File: config.mk
export PLATFORM = sky130hd
export DESIGN_NAME = modbus_single_register_reply_parser_top
export DESIGN_NICKNAME = d
export VERILOG_FILES = /design/src/hw/rtl/mbrp_pkg.sv /design/src/hw/rtl/modbus_single_register_reply_parser_top.sv /design/src/hw/rtl/mbrp_frame.sv /design/src/hw/rtl/mbrp_result.sv
export SDC_FILE = /design/constraint.sdc
export NUM_CORES = 1
export LEC_CHECK = 0
export ABC_AREA = 1
export BUFFER_PORTS_ARGS = -buffer_cell sky130_fd_sc_hd__buf_2
export CORE_MARGIN = 2
export CORE_UTILIZATION = 42
export DETAILED_ROUTE_END_ITERATION = 6
export PLACE_DENSITY_LB_ADDON = 0.2
export SETUP_SLACK_MARGIN = 0.4
export SKIP_CTS_REPAIR_TIMING = 1
export SYNTH_ARGS = -nofsm -noshare
export SYNTH_HDL_FRONTEND = slang
export SYNTH_SLANG_ARGS = --single-unit
File: constraint.sdc
create_clock -name clk -period 8.48 [get_ports clk]
set_input_delay 2.544 -clock clk [delete_from_list [all_inputs] [get_ports clk]]
set_output_delay 2.544 -clock clk [all_outputs]
set_load 0.05 [all_outputs]
File: src/hw/rtl/mbrp_pkg.sv
// shared types, constants and crc function for the modbus reply parser
package mbrp_pkg;

	localparam logic [7:0] MB_ADDR = 8'h01;
	localparam logic [7:0] MB_FUNC = 8'h03;
	localparam logic [7:0] MB_COUNT = 8'h02;
	localparam logic [15:0] CRC_INIT = 16'hFFFF;
	localparam logic [15:0] CRC_POLY = 16'hA001;

	typedef enum logic [2:0] {
		PH_ADDR = 3'd0,
		PH_FUNC = 3'd1,
		PH_COUNT = 3'd2,
		PH_DATA_HI = 3'd3,
		PH_DATA_LO = 3'd4,
		PH_CRC_LO = 3'd5,
		PH_CRC_HI = 3'd6
	} phase_t;

	typedef struct packed {
		logic hit;
		logic [15:0] value;
	} frame_res_t;

	function automatic logic [15:0] crc_byte(input logic [15:0] crc, input logic [7:0] b);
		logic [15:0] c;
		c = crc ^ {8'h00, b};
		for (int i = 0; i < 8; i++) begin
			if (c[0]) begin
				c = (c >> 1) ^ CRC_POLY;
			end else begin
				c = c >> 1;
			end
		end
		return c;
	endfunction

endpackage

File: src/hw/rtl/modbus_single_register_reply_parser_top.sv
// top level of the modbus rtu single-register read reply parser
// Takes one received byte per request and emits the 16-bit data value of
// every 7-byte reply (address 0x01, function 0x03, count 0x02, data high,
// data low, crc low, crc high) whose crc-16 checks; bad headers restart the
// hunt and failed frames give nothing. One byte is taken every cycle while
// the input is not stalled: the byte is held in an input register, then a
// single pass of frame logic with an unrolled eight-bit crc update moves it
// into the result register. Input stalls only while a finished result is
// waiting and the output is stalled.
module modbus_single_register_reply_parser_top (
	input logic clk,
	input logic arst_n,
	input logic rx_valid,
	output logic rx_stall,
	input logic [7:0] rx_byte,
	output logic res_valid,
	input logic res_stall,
	output logic [15:0] distance_value
);
	import mbrp_pkg::*;

	logic valid_s1;
	logic [7:0] byte_s1;
	logic free;
	logic advance;
	frame_res_t fres;

	assign advance = valid_s1 && free;
	assign rx_stall = valid_s1 && !free;

	always_ff @(posedge clk or negedge arst_n) begin
		if (!arst_n) begin
			valid_s1 <= 1'b0;
		end else if (!rx_stall) begin
			valid_s1 <= rx_valid;
		end
	end

	always_ff @(posedge clk) begin
		if (!rx_stall && rx_valid) begin
			byte_s1 <= rx_byte;
		end
	end

	mbrp_frame u_frame (
		.clk(clk),
		.arst_n(arst_n),
		.take(advance),
		.rx_byte(byte_s1),
		.res(fres)
	);

	mbrp_result u_result (
		.clk(clk),
		.arst_n(arst_n),
		.load(advance && fres.hit),
		.value(fres.value),
		.free(free),
		.res_valid(res_valid),
		.res_stall(res_stall),
		.distance_value(distance_value)
	);

endmodule

File: src/hw/rtl/mbrp_frame.sv
// frame state machine with running crc-16 check
module mbrp_frame (
	input logic clk,
	input logic arst_n,
	input logic take,
	input logic [7:0] rx_byte,
	output mbrp_pkg::frame_res_t res
);
	import mbrp_pkg::*;

	phase_t phase_q, phase_d;
	logic [15:0] crc_q, crc_d;
	logic [7:0] value_high_q, value_low_q, crc_low_q;
	logic [15:0] crc_next;

	assign crc_next = crc_byte(crc_q, rx_byte);

	always_ff @(posedge clk or negedge arst_n) begin
		if (!arst_n) begin
			phase_q <= PH_ADDR;
			crc_q <= CRC_INIT;
		end else if (take) begin
			phase_q <= phase_d;
			crc_q <= crc_d;
		end
	end

	always_ff @(posedge clk) begin
		if (take) begin
			if (phase_q == PH_DATA_HI) begin
				value_high_q <= rx_byte;
			end
			if (phase_q == PH_DATA_LO) begin
				value_low_q <= rx_byte;
			end
			if (phase_q == PH_CRC_LO) begin
				crc_low_q <= rx_byte;
			end
		end
	end

	always_comb begin
		phase_d = PH_ADDR;
		crc_d = CRC_INIT;
		res.hit = 1'b0;
		res.value = {value_high_q, value_low_q};
		case (phase_q)
			PH_FUNC: begin
				if (rx_byte == MB_FUNC) begin
					phase_d = PH_COUNT;
					crc_d = crc_next;
				end
			end
			PH_COUNT: begin
				if (rx_byte == MB_COUNT) begin
					phase_d = PH_DATA_HI;
					crc_d = crc_next;
				end
			end
			PH_DATA_HI: begin
				phase_d = PH_DATA_LO;
				crc_d = crc_next;
			end
			PH_DATA_LO: begin
				phase_d = PH_CRC_LO;
				crc_d = crc_next;
			end
			PH_CRC_LO: begin
				phase_d = PH_CRC_HI;
				crc_d = crc_q;
			end
			PH_CRC_HI: begin
				res.hit = (crc_low_q == crc_q[7:0]) && (rx_byte == crc_q[15:8]);
			end
			default: begin
				if (rx_byte == MB_ADDR) begin
					phase_d = PH_FUNC;
					crc_d = crc_next;
				end
			end
		endcase
	end

endmodule

File: src/hw/rtl/mbrp_result.sv
// result register toward the output channel
module mbrp_result (
	input logic clk,
	input logic arst_n,
	input logic load,
	input logic [15:0] value,
	output logic free,
	output logic res_valid,
	input logic res_stall,
	output logic [15:0] distance_value
);
	logic valid_q;
	logic [15:0] value_q;

	assign free = !valid_q || !res_stall;
	assign res_valid = valid_q;
	assign distance_value = value_q;

	always_ff @(posedge clk or negedge arst_n) begin
		if (!arst_n) begin
			valid_q <= 1'b0;
		end else if (free) begin
			valid_q <= load;
		end
	end

	always_ff @(posedge clk) begin
		if (free && load) begin
			value_q <= value;
		end
	end

endmodule

==> results of run 1 <==
## where the power goes
group | leakage (µW) | internal [µW] | switching (µW) | total [µW]
Clock | 0.000110 | 167 | 126 | 293
Sequential | 0.000671 | 427 | 41.9 | 469
Combinational | 0.000760 | 112 | 206 | 318
## synth_stat cells
cell | n | area, µm²
nand3_2 | 4 | 40.0
buf_2 | 1 | 5.00
nand2b_1 | 1 | 6.26
nand2_2 | 10 | 62.6
nor3_1 | 2 | 10.0
a21oi_2 | 1 | 8.76
o22ai_1 | 2 | 12.5
dfrtp_1 | 5 | 125
edfxtp_1 | 48 | 1440
a31oi_1 | 1 | 6.26
nor2_1 | 20 | 75.1
or2_1 | 1 | 6.26
a32oi_1 | 1 | 8.76
nand3b_1 | 2 | 15.0
dfstp_2 | 16 | 420
xor2_1 | 11 | 96.3
nor3_2 | 1 | 10.0
o21ai_0 | 3 | 15.0
nand2_4 | 4 | 45.0
xnor2_1 | 7 | 61.3
o2111ai_1 | 2 | 17.5
nor4b_2 | 1 | 15.0
nand3_4 | 2 | 35.0
nand3_1 | 17 | 85.1
a22oi_1 | 6 | 45.0
o21ai_1 | 4 | 20.0
nand2_1 | 62 | 233
o311ai_0 | 1 | 8.76
nor4_1 | 1 | 6.26
inv_4 | 1 | 6.26
inv_2 | 5 | 18.8
a21oi_1 | 4 | 20.0
nor2_2 | 2 | 12.5
or2_2 | 1 | 6.26
buf_6 | 1 | 11.3
nand4_1 | 3 | 18.8
inv_1 | 34 | 128
## state kept, by name, indices dropped and copies added (netlist names)
name / cells
byte_s1: 8
u_frame.phase_q: 3
u_frame.value_high_q: 8
u_frame.crc_low_q: 8
valid_s1: 1
u_frame.value_low_q: 8
u_frame.crc_q: 16
u_result.distance_value: 16
u_result.res_valid: 1
## critical path: cells and delay by family
family                 cells  cell delay, ps
and+or+nand+nor            2             190
buffers and inverters      2             350
## placed cells by master (no fill, tap or decap), types with 6 or more instances in the layout
cell type   n
nand2_1    62
edfxtp_1   48
inv_1      34
buf_2      29
nor2_1     20
nand3_1    17
dfstp_2    16
xor2_1     11
nand2_2    10
clkbuf_8    9
xnor2_1     7
a22oi_1     6
## per-stage QoR
step	setup slack, ps	instances	instance area (µm²)
after global routing	2800	431	3650
final	2860	431	3650
after floorplan	2630	288	3160
after detailed placement	2860	415	3420
after global placement	2860	415	3420
after CTS	2860	431	3650
## layout make-up
cell class / count / area (µm²) / area share [%]
clock buffers: 9 / 124 / 3.40
clock inverters: 7 / 98.8 / 2.71
inverters: 40 / 153 / 4.19
multi-input cells: 177 / 1010 / 27.7
flip-flops and latches: 69 / 1990 / 54.5
well taps: 99 / 124 / 3.40
repair buffers: 30 / 153 / 4.19
## per-layer routing
metal / share of wire, % / vias to the layer above / global-route usage, %
li1: - / 1043 / -
met1: 46 / 978 / 21.4
met2: 47 / 56 / 24.4
met3: 6.0 / 8 / 6.43
met4: 1.1 / 0 / 5.26
met5: 0 / - / 0
## cell families (layout without fill, tap and decap cells)
group	Yosys count	after routing	synth area share (%)
buf+inv	42	86	5.35
simple gates	134	134	21.6
compound gates	25	25	5.15
xor+xnor	18	18	4.99
flops	69	69	62.9
## worst paths after layout
kind,end,start,cells past startpoint,slack (ps)
min in group asynchronous,u_result.res_valid,arst_n,1,2170
hold / removal,u_result.distance_value[1],u_frame.value_low_q[1],0,420
setup / recovery,rx_stall,res_stall,4,2860
hold reg to reg,u_result.distance_value[1],u_frame.value_low_q[1],0,420
max in group asynchronous,u_frame.crc_q[12],arst_n,1,5950
setup reg to reg,u_frame.crc_q[7],u_result.res_valid,8,6090
==> flow_summary.toml, run 1 <==
[drt]
drc = 0
vias_per_cell = 4.84
firstDrtPassIters = 4
wl_per_cell_um = 14.2
routed_wl_um = 6120
ant_nets = 0
num_vias = 2085
drtIter0Drc = 136

[floorplanning]
die_area_um2 = 8230
initial_core_util_pct = 43.5
core_um2 = 7250
rows = 31
die_h_um = 90.7
io_pins = 30
die_w_um = 90.7

[critical_path]
worstPathRequired_ps = 5940
path_cells = "buf_2 -> nand2_1 -> nor2_1 -> buf_2"
crit_slowest_cell = "buf_2"
cp_common_cell = "buf_2"
crit_fanout = 3
critPathCaptureType = "output port"
worst-setup-path-type = "input port to output port"
startpoint_type = "input port"
cp_slowest_stage_delay_ps = 280
crit_arrival_ps = 3080

[pwr]
worst_ir_drop_vdd_v = 0.000150
p_leak_uw = 0.00154
power.density_nw_per_um2 = 296
totalPowerFinal_uw = 1080

[finish]
drive_gt1_share_pct = 28.6
fill_cells = 682
nNetsFinal = 339
antenna_cells = 0
area_growth_pct = 15.5
final_util_pct = 50.3

[timing]
fin_skew_ps = 7.34
period_needed_ps = 5620
setup_viol = 0
hold_viol = 0
maxSlewViolCount = 0
fin_crit_sh_pct = 66.3
setup-tns-final_ps = 0
clock.fmax_ghz = 0.178
rsz0062_at_grt = "false"
hold-worst-slack_ps = 415
worst_pin_slew_ps = 795
max_slew_margin_pct = 46.8

[grt]
grt_pass1_wl_um = 10100
grt_pass1_vias = 2107
grt_overflow_total = 0
grt_max_degree = 22
antenna_found_initial = 0
track_usage_pct = 16.2

[run_status]
status = "completed"

[clock_tree]
clock_latency_ps = 340
clk_pin_slew_ps = 80
cts_sinks = 69
cts_buffers = 9
clk_path_buf_depth = 2
cts_tree = "built"
root_buffer = "clkbuf_8"
htree_levels = 3

[place]
hpwl_um = 4540
gp_congestion = 0.859
place.port_buffers = 29

[logic_synthesis]
synth.yosys.seq_area_share_pct = 62.9
syn_inst = 288
syn_area_per_cell_um2 = 11.0
syn_nets = 300
yosysWarnings = 0
synthDistinctLibCells = 37
ys_seq_elements = 69
syn-cell-area_um2 = 3160

[min_path]
hold_path_class = "register to register"

[job]
drv_cap = 0
(Power assumes the default switching activity.)
==> run 2, diff against run 1 <==
--- a/config.mk
+++ b/config.mk
@@ -5,7 +5,7 @@
 export SDC_FILE = /design/constraint.sdc
 export NUM_CORES = 1
 export LEC_CHECK = 0
-export ABC_AREA = 1
+export ABC_AREA = 0
 export BUFFER_PORTS_ARGS = -buffer_cell sky130_fd_sc_hd__buf_2
 export CORE_MARGIN = 2
 export CORE_UTILIZATION = 42
==> constraint.sdc (replaced) <==
create_clock -name clk -period 5.66 [get_ports clk]
set_input_delay 1.698 -clock clk [delete_from_list [all_inputs] [get_ports clk]]
set_output_delay 1.698 -clock clk [all_outputs]
set_load 0.05 [all_outputs]
==> flow_summary.toml, run 2 <==
[critical_path]
r2r_slack_ps = 3380
worst-setup-path-type = "input port to output port"
critPathCaptureType = "output port"
worstPathRequired_ps = 3960
crit_fanout = 3
startpoint_type = "input port"
crit_arrival_ps = 2200

[clock_tree]
root_buffer = "clkbuf_8"
cts_buffers = 9
cts_sinks = 69
clock_latency_ps = 340
cts_tree = "built"
clk_path_buf_depth = 2
htree_levels = 3
clk_pin_slew_ps = 80

[timing]
hold_viol = 0
rsz0062_at_grt = "false"
period_needed_ps = 3900
hold-worst-slack_ps = 418
fin_crit_sh_pct = 68.9
clock.fmax_ghz = 0.256
fin_skew_ps = 8.66
fin_ws_ps = 1760
worst_pin_slew_ps = 624
setup-tns-final_ps = 0
max_slew_margin_pct = 58.2
setup_viol = 0
maxSlewViolCount = 0

[logic_synthesis]
syn-cell-area_um2 = 2840
async_flop_share_pct = 30.4
yosysMostFrequentCell = "edfxtp_1"
yosysWarnings = 0
synth_edf_count = 48
ys_seq_elements = 69
syn_nets = 214
synth_top_area_share_pct = 50.8
synth_area_leaders = "edfxtp_1, dfstp_2, xnor2_1, dfrtp_1, nor2_1"
synth.yosys.seq_area_share_pct = 70.0
ys.flop_type = "edfxtp_1"
synthDistinctLibCells = 34
yosysTopAreaCell = "edfxtp_1"
syn_area_per_cell_um2 = 14.1
syn_inst = 202
synthTopCellsByCount = "edfxtp_1, nor2_1, xnor2_1"

[pwr]
internal_power_uw = 784
worst_ir_drop_vdd_v = 0.000178
switching_share_pct = 23.1
seqPwrFrac_pct = 55.0
clkPwrFrac_pct = 38.7
p_leak_uw = 0.00118
p_switching_uw = 235
combPwrFrac_pct = 6.3
power.density_nw_per_um2 = 311

[grt]
grt_overflow_total = 0
grt_pass1_vias = 1508
grt_max_degree = 28
grt_pass1_wl_um = 8120
track_usage_pct = 14.9
antenna_found_initial = 0

[drt]
firstDrtPassIters = 4
ant_nets = 0
wl_per_cell_um = 15.5
vias_per_cell = 5.08
routed_wl_um = 4960
drc = 0
num_vias = 1626
drtIter0Drc = 94

[place]
hpwl_um = 3220
post-place-ws_ps = 1760
placedCellCount = 304
gp_congestion = 0.784
place.port_buffers = 29

[floorplanning]
die_h_um = 86.2
rows = 29
initial_core_util_pct = 44.0
die_area_um2 = 7430
core_um2 = 6460
die_w_um = 86.2
io_pins = 30

[finish]
fill_cells = 565
final_cell_mix = "edfxtp_1, buf_2, nor2_1, xnor2_1, dfstp_2"
drive_gt1_share_pct = 29.2
antenna_cells = 0
nNetsFinal = 250
area_growth_pct = 15.6
instances_no_fill = 320
layout.cells.most_common = "edfxtp_1"

[job]
drv_cap = 0

[run_status]
status = "completed"

[min_path]
hold_path_class = "register to register"
==> run 2: logic make-up after synthesis <==
family,count (synthesis),synth area share [%]
XOR/XNOR,37,12.7
AO/OA/AOI/OAI,27,5.82
buffers and inverters,10,1.67
flip-flops,69,70.0
AND/OR/NAND/NOR,59,9.83
==> run 2: final timing paths <==
path | depth (start not counted) | from | end
min in group asynchronous | 1 | arst_n | u_frame.phase_q[0]
max in group asynchronous | 1 | arst_n | u_frame.crc_q[3]
worst min register to register | 0 | u_frame.value_high_q[3] | u_result.distance_value[11]
worst max register to register | 5 | byte_s1[5] | u_frame.crc_q[13]
worst min-delay path | 0 | u_frame.value_high_q[3] | u_result.distance_value[11]
worst max-delay path | 4 | res_stall | rx_stall
==> run 2: critical path: stages <==
cell and delay [ps]:
buf_2 100, nand3_1 100, inv_1 60, buf_2 250
==> run 2: power groups by stage <==
stage | Clock (µW) | Combinational (µW) | Sequential, µW
final | 395 | 64.0 | 561
after floorplan | 0 | 50.9 | 564
after global routing | 424 | 71.3 | 562
after global placement | 0 | 64.4 | 572
after detailed placement | 0 | 64.5 | 572
after CTS | 406 | 64.9 | 561
==> run 2: final cells by class <==
type / count / area [µm²] / area share, %
sequential: 69 / 1990 / 60.6
multi-input combinational: 123 / 817 / 24.9
timing repair buffer: 33 / 175 / 5.34
clock buffer: 9 / 124 / 3.78
tap: 77 / 96.3 / 2.94
clock inverter: 7 / 73.8 / 2.25
inverter: 2 / 7.51 / 0.229
==> run 2: metrics by stage <==
stage	utilization [%]	instance area [µm²]	total power (µW)
after floorplan	-	2840	615
after global placement	47.7	3080	636
after detailed placement	47.7	3080	636
after CTS	50.8	3280	1030
after global routing	50.8	3280	1060
final	50.8	3280	1020
==> run 2: metal layers <==
layer | routed length [µm] | global-route usage [%]
met3 | 233 | 5.43
met4 | 65 | 4.69
met2 | 2470 | 23.4
met1 | 2190 | 19.4
met5 | 0 | 0
==> run 3, diff against run 2 <==
==> constraint.sdc (replaced) <==
create_clock -name clk -period 4 [get_ports clk]
set_input_delay 1.2 -clock clk [delete_from_list [all_inputs] [get_ports clk]]
set_output_delay 1.2 -clock clk [all_outputs]
set_load 0.05 [all_outputs]
==> flow_summary.toml, run 3 (same netlist as run 2, synthesis figures left out) <==
[clock_tree]
cts_sinks = 69
clk_pin_slew_ps = 70
cts_buffers = 9
htree_levels = 3
clk_path_buf_depth = 2
root_buffer = "clkbuf_8"
clock_latency_ps = 350
cts_tree = "built"

[floorplanning]
die_area_um2 = 7430
initial_core_util_pct = 44.0
io_pins = 30
rows = 29
die_w_um = 86.2
core_um2 = 6460
die_h_um = 86.2

[place]
hpwl_um = 3300
place.port_buffers = 29
placedCellCount = 304
gp_congestion = 0.812

[critical_path]
crit_family = "buffers and inverters"
worstPathRequired_ps = 2800
worst-setup-path-type = "input port to output port"
path_buf_inv = 3
crit_fanout = 3
cp_slowest_stage_delay_ps = 250
critPathCaptureType = "output port"
crit_slowest_cell = "buf_2"
cp_common_cell = "buf_2"
crit_arrival_ps = 1740
path_cells = "buf_2 -> nand3_1 -> inv_1 -> buf_2"
startpoint_type = "input port"

[finish]
final_cell_mix = "edfxtp_1, buf_2, nor2_1, xnor2_1, dfstp_2"
drive_gt1_share_pct = 29.2
layout.cells.most_common = "edfxtp_1"
area_growth_pct = 17.3
instances_no_fill = 320
nNetsFinal = 250
antenna_cells = 0

[grt]
antenna_found_initial = 0
grt_max_degree = 28
track_usage_pct = 15.6
grt_pass1_vias = 1630
grt_pass1_wl_um = 8420
grt_overflow_total = 0

[drt]
wl_per_cell_um = 16.4
ant_nets = 0
drc = 0
routed_wl_um = 5240
vias_per_cell = 5.08
drtIter0Drc = 97
firstDrtPassIters = 4
num_vias = 1627

[pwr]
switching_share_pct = 21.6
p_switching_uw = 341
clkPwrFrac_pct = 43.8
worst_ir_drop_vdd_v = 0.000355
p_leak_uw = 0.00120
power.density_nw_per_um2 = 474
seqPwrFrac_pct = 50.3
combPwrFrac_pct = 5.8
internal_power_uw = 1240

[timing]
period_needed_ps = 2940
hold_viol = 0
fin_skew_ps = 11.4
setup_viol = 0
fin_crit_sh_pct = 73.4
max_slew_margin_pct = 58.4
rsz0062_at_grt = "false"
maxSlewViolCount = 0
clock.fmax_ghz = 0.341
setup-tns-final_ps = 0
worst_pin_slew_ps = 623

[job]
drv_cap = 0

[run_status]
status = "completed"

[min_path]
hold_path_class = "register to register"
==> run 3: cell count changes in the layout (fill, tap and decap cells not counted), sizes merged <==
cell      previous run  this run
bufinv               1         3
clkinvlp             1         2
clkinv               4         1
==> run 3: power by group through the flow <==
stage               clock [µW]  combinational [µW]  sequential, µW
CTS                        702                94.0             794
finish                     692                92.1             794
global route               730                 103             796
detailed placement           0                93.0             809
global placement             0                91.1             809
floorplan                    0                72.0             799
==> run 3: per-stage QoR <==
step | util, % | hold slack, ps | worst slack (ps) | area [µm²] | total power (µW)
after floorplan | - | 400 | 409 | 2840 | 871
after global placement | 47.7 | 401 | 1100 | 3080 | 900
after detailed placement | 47.7 | 405 | 1070 | 3080 | 902
after CTS | 51.5 | 421 | 1070 | 3330 | 1590
after global routing | 51.5 | 426 | 1030 | 3330 | 1630
final | 51.5 | 420 | 1060 | 3330 | 1580
==> run 3: path summary, 6_finish.rpt <==
| path | startpoint | to | slack [ps] | depth (start not counted) |
|---|---|---|---|---|
| min in group asynchronous | arst_n | valid_s1 | 830 | 1 |
| worst min-delay path | u_frame.value_low_q[7] | u_result.distance_value[7] | 420 | 0 |
| worst max-delay path | res_stall | rx_stall | 1060 | 4 |
| max in group asynchronous | arst_n | u_frame.crc_q[7] | 2790 | 1 |
| worst max register to register | byte_s1[5] | u_frame.crc_q[6] | 1620 | 5 |
| worst min register to register | u_frame.value_low_q[7] | u_result.distance_value[7] | 420 | 0 |
==> run 3: area by class of cell <==
cell class              instances  area, µm²
fillers                       556       3130
inverters                       2       7.51
clock inverters                 7        123
multi-input cells             123        817
flip-flops and latches         69       1990
repair buffers                 33        175
clock buffers                   9        124
well taps                      77       96.3
==> run 3: metal layers <==
metal  global-route usage, %  part of all wire, %  vias to the layer above
met5                       0                    0                        -
met4                    8.10                  2.1                        0
met3                    3.71                  4.0                       11
met2                    24.2                   47                       54
met1                    20.6                   47                      761
li1                        -                    -                      801
